<file path="src/rtl/rrid_pkg.sv">
// Shared types, constants and a helper function for the round-robin interrupt dispatcher.
package rrid_pkg;

  // Default and limit values for the block parameters.
  localparam int SourcesDefault = 64;
  localparam int CpusDefault    = 2;
  localparam int MaxSources     = 64;
  localparam int NarrowSources  = 32;

  // Widths fixed by the item fields and the register file.
  localparam int SrcW   = 6;
  localparam int SizeW  = 7;
  localparam int AddrW  = 5;
  localparam int DataW  = 32;

  typedef enum logic [1:0] {
    CmdDispatch = 2'd0,
    CmdMask     = 2'd1,
    CmdUnmask   = 2'd2
  } cmd_e;

  typedef enum logic [2:0] {
    RegCascadeEn   = 3'd0,
    RegCascadeFirst = 3'd1,
    RegCascadeLast = 3'd2,
    RegWideMode    = 3'd3,
    RegSecondCpu   = 3'd4
  } reg_e;

  typedef struct packed {
    logic            cascade_enabled;
    logic [SrcW-1:0] cascade_first;
    logic [SrcW-1:0] cascade_last;
    logic            wide_mode;
    logic            second_cpu_present;
  } cfg_t;

  typedef struct packed {
    logic            found;
    logic [SrcW-1:0] idx;
  } ffs_t;

  typedef struct packed {
    logic            found;
    logic            is_external;
    logic [SrcW-1:0] line_num;
    logic [SrcW-1:0] next_ptr;
  } pick_t;

  // Lowest set bit of a vector, as a priority encoder.
  function automatic ffs_t find_first(logic [MaxSources-1:0] v);
    ffs_t r;
    r = '0;
    for (int i = MaxSources - 1; i >= 0; i--) begin
      if (v[i]) begin
        r.found = 1'b1;
        r.idx   = SrcW'(i);
      end
    end
    return r;
  endfunction

endpackage

</file>
<file path="src/rtl/round_robin_irq_dispatch_unit.sv">
// Top level of the round-robin interrupt dispatcher for up to two CPUs.
//
// Usage: the block takes one command per clock (busy is always low), so a
// command is transferred at every rising edge with start high. Each command
// is registered, then in the following cycle it reads and updates the
// per-CPU enable mask and round-robin pointer and computes its result, which
// is registered and shown on the result ports with result_valid_o high for
// exactly one cycle. The receiver cannot stall the output, so it must take
// every result in that cycle. Every command gives exactly one result; mask,
// unmask and unknown commands give an all-zero one. The throughput of one
// item per cycle is set by the single compute stage that reads and writes
// the mask and pointer state in the same cycle, so the next command always
// sees the state the previous one left. Configuration goes through the
// APB-style port and may only be written while no command is in flight
// (at least two cycles after the last transfer).
module round_robin_irq_dispatch_unit #(
  parameter int SOURCES = rrid_pkg::SourcesDefault,
  parameter int CPUS    = rrid_pkg::CpusDefault
) (
  input  logic                        clk_i,
  input  logic                        rst_ni,
  // Command channel.
  input  logic                        start,
  output logic                        busy,
  input  logic [1:0]                  cmd_i,
  input  logic                        cpu_sel_i,
  input  logic [63:0]                 raw_pending_i,
  input  logic [rrid_pkg::SrcW-1:0]   source_num_i,
  input  logic [1:0]                  cpu_allow_i,
  // Result channel.
  output logic                        result_valid_o,
  output logic                        dispatched_o,
  output logic                        is_external_o,
  output logic [rrid_pkg::SrcW-1:0]   line_num_o,
  // Configuration port.
  input  logic                        psel,
  input  logic                        penable,
  input  logic                        pwrite,
  input  logic [rrid_pkg::AddrW-1:0]  paddr,
  input  logic [rrid_pkg::DataW-1:0]  pwdata,
  output logic [rrid_pkg::DataW-1:0]  prdata,
  output logic                        pready
);

  // Whether the wide setting can select more than the narrow source count.
  localparam bit CanWiden = (SOURCES > rrid_pkg::NarrowSources);

  rrid_pkg::cfg_t cfg;

  rrid_cfg u_cfg (
    .clk_i   (clk_i),
    .rst_ni  (rst_ni),
    .psel    (psel),
    .penable (penable),
    .pwrite  (pwrite),
    .paddr   (paddr),
    .pwdata  (pwdata),
    .prdata  (prdata),
    .pready  (pready),
    .cfg_o   (cfg)
  );

  // The block never stalls the command side.
  assign busy = 1'b0;

  // Input register stage.
  logic                       in_valid_q;
  logic [1:0]                 cmd_q;
  logic                       cpu_q;
  logic [SOURCES-1:0]         raw_q;
  logic [rrid_pkg::SrcW-1:0]  src_q;
  logic [1:0]                 allow_q;

  always_ff @(posedge clk_i or negedge rst_ni) begin
    if (!rst_ni) begin
      in_valid_q <= 1'b0;
    end else begin
      in_valid_q <= start & ~busy;
    end
  end

  always_ff @(posedge clk_i) begin
    if (start & ~busy) begin
      cmd_q   <= cmd_i;
      cpu_q   <= cpu_sel_i;
      raw_q   <= raw_pending_i[SOURCES-1:0];
      src_q   <= source_num_i;
      allow_q <= cpu_allow_i;
    end
  end

  // Per-CPU state: enable masks and round-robin pointers.
  logic [CPUS-1:0][SOURCES-1:0]        mask_q, mask_d;
  logic [CPUS-1:0][rrid_pkg::SrcW-1:0] ptr_q, ptr_d;

  logic                       wide_act;
  logic [rrid_pkg::SizeW-1:0] size;
  logic [SOURCES-1:0]         size_mask;
  logic [CPUS-1:0]            present;
  logic [SOURCES-1:0]         sel_mask;
  logic [rrid_pkg::SrcW-1:0]  sel_ptr;
  logic                       sel_present;
  logic [SOURCES-1:0]         pend;
  rrid_pkg::pick_t            pick;
  logic                       do_dispatch;
  logic                       do_edit;

  assign wide_act = cfg.wide_mode && CanWiden;
  assign size     = wide_act ? rrid_pkg::SizeW'(SOURCES)
                             : rrid_pkg::SizeW'(rrid_pkg::NarrowSources);

  always_comb begin
    for (int i = 0; i < SOURCES; i++) begin
      size_mask[i] = wide_act || (i < rrid_pkg::NarrowSources);
    end
    for (int c = 0; c < CPUS; c++) begin
      present[c] = (c == 0) || cfg.second_cpu_present;
    end
  end

  // Select the state of the CPU named by the command.
  always_comb begin
    sel_mask    = '0;
    sel_ptr     = '0;
    sel_present = 1'b0;
    for (int c = 0; c < CPUS; c++) begin
      if (cpu_q == 1'(c)) begin
        sel_mask    = mask_q[c];
        sel_ptr     = ptr_q[c];
        sel_present = present[c];
      end
    end
  end

  assign pend = raw_q & sel_mask & size_mask;

  rrid_pick #(
    .SOURCES (SOURCES)
  ) u_pick (
    .pend_i (pend),
    .ptr_i  (sel_ptr),
    .wide_i (wide_act),
    .cfg_i  (cfg),
    .pick_o (pick)
  );

  assign do_dispatch = in_valid_q && (cmd_q == rrid_pkg::CmdDispatch) && sel_present
                       && pick.found;
  assign do_edit     = in_valid_q
                       && ((cmd_q == rrid_pkg::CmdMask) || (cmd_q == rrid_pkg::CmdUnmask))
                       && ({1'b0, src_q} < size);

  // State update: the pointer moves past a pick, and mask edits touch every present CPU.
  always_comb begin
    mask_d = mask_q;
    ptr_d  = ptr_q;
    for (int c = 0; c < CPUS; c++) begin
      if (do_dispatch && (cpu_q == 1'(c))) begin
        ptr_d[c] = pick.next_ptr;
      end
      if (do_edit && present[c]) begin
        for (int i = 0; i < SOURCES; i++) begin
          if (src_q == rrid_pkg::SrcW'(i)) begin
            mask_d[c][i] = (cmd_q == rrid_pkg::CmdUnmask) && allow_q[c];
          end
        end
      end
    end
  end

  always_ff @(posedge clk_i or negedge rst_ni) begin
    if (!rst_ni) begin
      mask_q <= '0;
      ptr_q  <= '0;
    end else begin
      mask_q <= mask_d;
      ptr_q  <= ptr_d;
    end
  end

  // Result register.
  logic                      res_valid_q;
  logic                      dispatched_q;
  logic                      is_external_q;
  logic [rrid_pkg::SrcW-1:0] line_num_q;

  always_ff @(posedge clk_i or negedge rst_ni) begin
    if (!rst_ni) begin
      res_valid_q   <= 1'b0;
      dispatched_q  <= 1'b0;
      is_external_q <= 1'b0;
      line_num_q    <= '0;
    end else begin
      res_valid_q   <= in_valid_q;
      dispatched_q  <= do_dispatch;
      is_external_q <= do_dispatch && pick.is_external;
      line_num_q    <= do_dispatch ? pick.line_num : '0;
    end
  end

  assign result_valid_o = res_valid_q;
  assign dispatched_o   = dispatched_q;
  assign is_external_o  = is_external_q;
  assign line_num_o     = line_num_q;

  // Every transferred command yields a result through the input and result registers.
  assert property (@(posedge clk_i) disable iff (!rst_ni)
    (start && !busy) |-> ##2 result_valid_o)
    else $error("result missing two cycles after a command transfer");

  // No result appears without a command in the input stage the cycle before.
  assert property (@(posedge clk_i) disable iff (!rst_ni)
    result_valid_o |-> $past(in_valid_q))
    else $error("result without a preceding command");

  // A dispatch flag is only shown with a result strobe.
  assert property (@(posedge clk_i) disable iff (!rst_ni)
    dispatched_o |-> result_valid_o)
    else $error("dispatched flag outside a result cycle");

  // An external line is always a dispatched one.
  assert property (@(posedge clk_i) disable iff (!rst_ni)
    is_external_o |-> dispatched_o)
    else $error("external flag without a dispatch");

endmodule

</file>
<file path="src/rtl/rrid_cfg.sv">
// Configuration register file with an APB-style slave port.
module rrid_cfg (
  input  logic                         clk_i,
  input  logic                         rst_ni,
  input  logic                         psel,
  input  logic                         penable,
  input  logic                         pwrite,
  input  logic [rrid_pkg::AddrW-1:0]   paddr,
  input  logic [rrid_pkg::DataW-1:0]   pwdata,
  output logic [rrid_pkg::DataW-1:0]   prdata,
  output logic                         pready,
  output rrid_pkg::cfg_t               cfg_o
);

  rrid_pkg::cfg_t cfg_q, cfg_d;
  logic [2:0]     reg_idx;
  logic           wr_en;

  assign pready  = 1'b1;
  assign reg_idx = paddr[4:2];
  assign wr_en   = psel & penable & pwrite;

  always_comb begin
    cfg_d = cfg_q;
    if (wr_en) begin
      case (reg_idx)
        rrid_pkg::RegCascadeEn:    cfg_d.cascade_enabled    = pwdata[0];
        rrid_pkg::RegCascadeFirst: cfg_d.cascade_first      = pwdata[rrid_pkg::SrcW-1:0];
        rrid_pkg::RegCascadeLast:  cfg_d.cascade_last       = pwdata[rrid_pkg::SrcW-1:0];
        rrid_pkg::RegWideMode:     cfg_d.wide_mode          = pwdata[0];
        rrid_pkg::RegSecondCpu:    cfg_d.second_cpu_present = pwdata[0];
        default: ;
      endcase
    end
  end

  always_comb begin
    prdata = '0;
    case (reg_idx)
      rrid_pkg::RegCascadeEn:    prdata[0] = cfg_q.cascade_enabled;
      rrid_pkg::RegCascadeFirst: prdata[rrid_pkg::SrcW-1:0] = cfg_q.cascade_first;
      rrid_pkg::RegCascadeLast:  prdata[rrid_pkg::SrcW-1:0] = cfg_q.cascade_last;
      rrid_pkg::RegWideMode:     prdata[0] = cfg_q.wide_mode;
      rrid_pkg::RegSecondCpu:    prdata[0] = cfg_q.second_cpu_present;
      default: ;
    endcase
  end

  always_ff @(posedge clk_i or negedge rst_ni) begin
    if (!rst_ni) begin
      cfg_q <= '{cascade_enabled: 1'b0, cascade_first: '0, cascade_last: '0,
                 wide_mode: 1'b1, second_cpu_present: 1'b0};
    end else begin
      cfg_q <= cfg_d;
    end
  end

  assign cfg_o = cfg_q;

endmodule

</file>
<file path="src/rtl/rrid_pick.sv">
// Round-robin pick over the enabled pending sources, with cascade range decoding.
module rrid_pick #(
  parameter int SOURCES = rrid_pkg::SourcesDefault
) (
  input  logic [SOURCES-1:0]        pend_i,
  input  logic [rrid_pkg::SrcW-1:0] ptr_i,
  input  logic                      wide_i,
  input  rrid_pkg::cfg_t            cfg_i,
  output rrid_pkg::pick_t           pick_o
);

  logic [rrid_pkg::SizeW-1:0]    size;
  logic [rrid_pkg::SrcW-1:0]     start;
  logic [rrid_pkg::MaxSources-1:0] all_vec, upper_vec;
  rrid_pkg::ffs_t                ffs_all, ffs_upper, ffs_sel;
  logic [rrid_pkg::SizeW-1:0]    next_full;
  logic                          in_range;

  assign size  = wide_i ? rrid_pkg::SizeW'(SOURCES) : rrid_pkg::SizeW'(rrid_pkg::NarrowSources);
  // A pointer left beyond the active size after a size change restarts at source 0.
  assign start = ({1'b0, ptr_i} >= size) ? '0 : ptr_i;

  always_comb begin
    all_vec   = '0;
    upper_vec = '0;
    all_vec[SOURCES-1:0] = pend_i;
    for (int i = 0; i < SOURCES; i++) begin
      upper_vec[i] = pend_i[i] && (rrid_pkg::SrcW'(i) >= start);
    end
  end

  assign ffs_all   = rrid_pkg::find_first(all_vec);
  assign ffs_upper = rrid_pkg::find_first(upper_vec);
  assign ffs_sel   = ffs_upper.found ? ffs_upper : ffs_all;

  assign next_full = {1'b0, ffs_sel.idx} + rrid_pkg::SizeW'(1);
  assign in_range  = cfg_i.cascade_enabled && (ffs_sel.idx >= cfg_i.cascade_first)
                     && (ffs_sel.idx <= cfg_i.cascade_last);

  always_comb begin
    pick_o             = '0;
    pick_o.found       = ffs_all.found;
    pick_o.is_external = ffs_all.found && in_range;
    pick_o.line_num    = in_range ? (ffs_sel.idx - cfg_i.cascade_first) : ffs_sel.idx;
    pick_o.next_ptr    = (next_full >= size) ? '0 : next_full[rrid_pkg::SrcW-1:0];
  end

endmodule

</file>
<file path="config.mk">
export PLATFORM = sky130hd
export DESIGN_NAME = round_robin_irq_dispatch_unit
export DESIGN_NICKNAME = d
export VERILOG_FILES = /design/src/rtl/rrid_pkg.sv /design/src/rtl/round_robin_irq_dispatch_unit.sv /design/src/rtl/rrid_cfg.sv /design/src/rtl/rrid_pick.sv
export SDC_FILE = /design/constraint.sdc
export NUM_CORES = 1
export LEC_CHECK = 0
export ABC_AREA = 1
export BUFFER_PORTS_ARGS = -buffer_cell sky130_fd_sc_hd__buf_2
export CORE_MARGIN = 1
export CORE_UTILIZATION = 60
export DETAILED_ROUTE_END_ITERATION = 8
export PLACE_DENSITY_LB_ADDON = 0.08
export SLEW_MARGIN = 10
export SYNTH_ARGS = -nofsm -noshare
export SYNTH_HDL_FRONTEND = slang
export SYNTH_SLANG_ARGS = --single-unit
</file>
<file path="constraint.sdc">
create_clock -name clk_i -period 10.5 [get_ports clk_i]
set_clock_uncertainty 0.05 [all_clocks]
set_input_delay 2.1 -clock clk_i [delete_from_list [all_inputs] [get_ports clk_i]]
set_output_delay 2.1 -clock clk_i [all_outputs]
set_load 0.1 [all_outputs]
</file>
==> run summary <==
EDFF count, synth: 75
Slew Limit Fails: 0
Die Y: 153 um
ANT cells: 0
CP Data Required Time: 10910 ps
CTS hold repair buffers: 0
Antenna Violating Nets Remaining: 0
register area share after synthesis: 46.9%
Yosys warnings: 0
Tmin final: 8410 ps
# setup viols final: 0
crit path launch: cpu_q
drt drc: 6
clock root buffer: clkbuf_16
Min-Delay Startpoint: in_valid_q
most used standard cell by instance count after synthesis: nand2_1
Die W: 153 um
Bufs and invs on worst path: 4
Post-synth top cells: 398 x nand2_1, 324 x nor2_1, 234 x inv_1
crit-path max FO: 21
area delta synth->final: 11.1%
PD cells: 204 nW/um2
Synth area leader: dfrtp_1
slowest stage delay, CP: 970 ps
crit path DAT: 8830 ps
crit start category: flip-flop
syn avg cell area: 7.56 um2
clk sinks: 240
synthesized flop and latch total: 240
Core Box Area: 22000 um2
io pins: 161
First DRT Iteration DRCs: 1366
Routed wire per std cell: 17.9 um
RR Endpoint: ptr_q[4]
failing checks: DRC
Clock Latency Late Sink: 550 ps
DIE AREA: 23300 um2
WS Path Type: reg2reg
initial antenna violation count: 1
P_leak: 7.39 nW
RSZ-0062 raised after global routing: no
Max VDD drop: 0.137 mV
Finished Layout Cells: 2190
starting density of the core: 61.8%
Slew @ Worst Pin: 1130 ps
H-tree depth: 1
Final #Nets: 2028
TritonRoute pass-1 iters: 9
Placed Instances: 2144
Fillers: 1865
port buffer count: 104
setup TNS: 0 ps
CTS tree: yes
Synth Cell Area: 13600 um2
grt total ovfl: 0
CP delay by family, top: simple AND/OR/NAND/NOR gates
Crit. End Element: flip-flop
Hold Crit Endpoint: result_valid_o
cell mode on critical path: nand2_1
placed wire-length estimate: 28400 um
Final Hold Vio Count: 0
dominant synthesized flop cell: dfrtp_1
postcts setup bufs: 0
r2r worst-path depth: 74
Worst Hold Depth: 0
Post-synth ARST share: 68.8%
Peak Freq: 0.119 GHz
Via Count: 12457
CP max-delay cell: edfxtp_1
Clock transition at path regs: 60 ps
Inserted Clock Buffers: 25
share of layout cells above drive strength 1: 10.0%
# Max-Cap Violations: 0
RePlAce Congestion: 0.971
vias in the first global route: 11718
post-route clock period utilization: 80.1%
Reg2Reg Setup Slack: 2090 ps
worst relative slew slack: 23.8%
row cnt: 54
first-pass GRT wire length: 61700 um
DR vias/cell: 5.69
status: complete, but fails checks
top-area cell type share of the netlist area: 30.1%
largest net degree at the start of global routing: 99
worst flop-to-flop path startpoint: cpu_q
post-CTS sizing: 0
maximum clock insertion buffer count: 3
Unique masters post-synth: 53
Routed WL: 39200 um
gr usage total: 34.1%
Worst Hold Class: reg2reg
Post-Syn Instances: 1801
largest cells by area after synthesis: dfrtp_1 30%, edfxtp_1 17%, nand2_1 11%, nor2_1 8.9%, inv_1 6.5%
==> cell families after synthesis <==
kind of cell               Yosys count  synth area share, %
and+or+nand+nor                    895                 27.6
buffers and inverters              323                 9.87
AOI/OAI and AO/OA                  314                 13.3
DFF                                240                 46.9
adders and majority gates           19                 1.80
xor gates and xnor gates             6                0.386
other                                2               0.0552
muxes                                2                0.147
==> worst register-to-register path: cells and delay by family, from the launching register on <==
family | cells | cell delay (ps)
and+or+nand+nor | 64 | 4570
AOI/OAI and AO/OA | 3 | 1110
DFF | 1 | 970
buffers and inverters | 4 | 880
adders and majority gates | 3 | 780
==> cell type report <==
type / instances / area, um2 / share of cell area (%)
Clock buffer: 38 / 746 / 4.93
Clock inverter: 8 / 126 / 0.836
Inverter: 247 / 927 / 6.13
Multi-Input combinational cell: 1264 / 5990 / 39.6
Sequential cell: 240 / 6380 / 42.2
Tap cell: 280 / 350 / 2.32
Timing Repair Buffer: 113 / 597 / 3.95
==> metal layers <==
metal | up-vias | wire [um] | track usage (%)
met3 | 101 | 2950 | 5.26
met2 | 549 | 18100 | 54.7
met4 | 2 | 1760 | 15.7
met5 | - | 9 | 0
met1 | 5803 | 16300 | 45.7
li1 | 6002 | - | -
==> flip-flops by register name, summed over array words and instances, names as in the netlist <==
register        count
is_external_o       1
result_valid_o      1
allow_q             2
src_q               6
dispatched_o        1
raw_q              64
ptr_q              12
mask_q            128
in_valid_q          1
cpu_q               1
u_cfg.cfg_o        15
cmd_q               2
line_num_o          6
==> worst max-delay path by stage <==
stage,endpoint,slack [ps],cells after the start
finish,ptr_q[4],2090,74
global route,ptr_q[4],1140,79
CTS,ptr_q[4],2130,79
detailed placement,ptr_q[4],2180,79
global placement,ptr_q[4],2230,79
floorplan,line_num_o[3],4100,82
==> cell usage in the layout (no fill, tap or decap), drive strengths merged, types with 2 or more instances in the layout <==
cell type / synthesis / routed
o21a: 18 / 18
ha: 18 / 18
xor2: 5 / 5
nand2: 408 / 408
clkbuf: 37 / 38
o21ai: 107 / 107
o21bai: 10 / 10
nand3: 33 / 33
clkinv: 3 / 7
dfrtp: 164 / 164
o2111ai: 2 / 2
nor4: 21 / 21
edfxtp: 75 / 75
nand4: 24 / 24
inv: 244 / 245
and2: 2 / 2
nor2: 330 / 330
or2: 3 / 3
mux2i: 2 / 2
nor3: 73 / 73
bufinv: 0 / 3
buf: 39 / 113
a21oi: 96 / 96
a31oi: 36 / 36
o22ai: 12 / 12
a21o: 3 / 3
a211oi: 7 / 7
o211ai: 18 / 18
o211a: 2 / 2
conb: 2 / 28
==> metrics by stage <==
step / instance area (um2) / setup slack, ps / hold WS (ps) / util [%] / power (mW)
floorplan: 13700 / 4100 / 324 / - / 1.87
global placement: 14200 / 2230 / 364 / 64.7 / 2.14
detailed placement: 14200 / 2180 / 357 / 64.7 / 2.15
CTS: 15100 / 2130 / 385 / 68.6 / 3.08
global route: 15100 / 1140 / 385 / 68.6 / 3.24
finish: 15100 / 2090 / 378 / 68.6 / 3.09
==> report_power, final <==
group / internal [mW] / switching, mW
Sequential: 1.05 / 0.0513
Combinational: 0.296 / 0.751
Clock: 0.564 / 0.369
No activity file was read; power rests on OpenSTA's default activity.
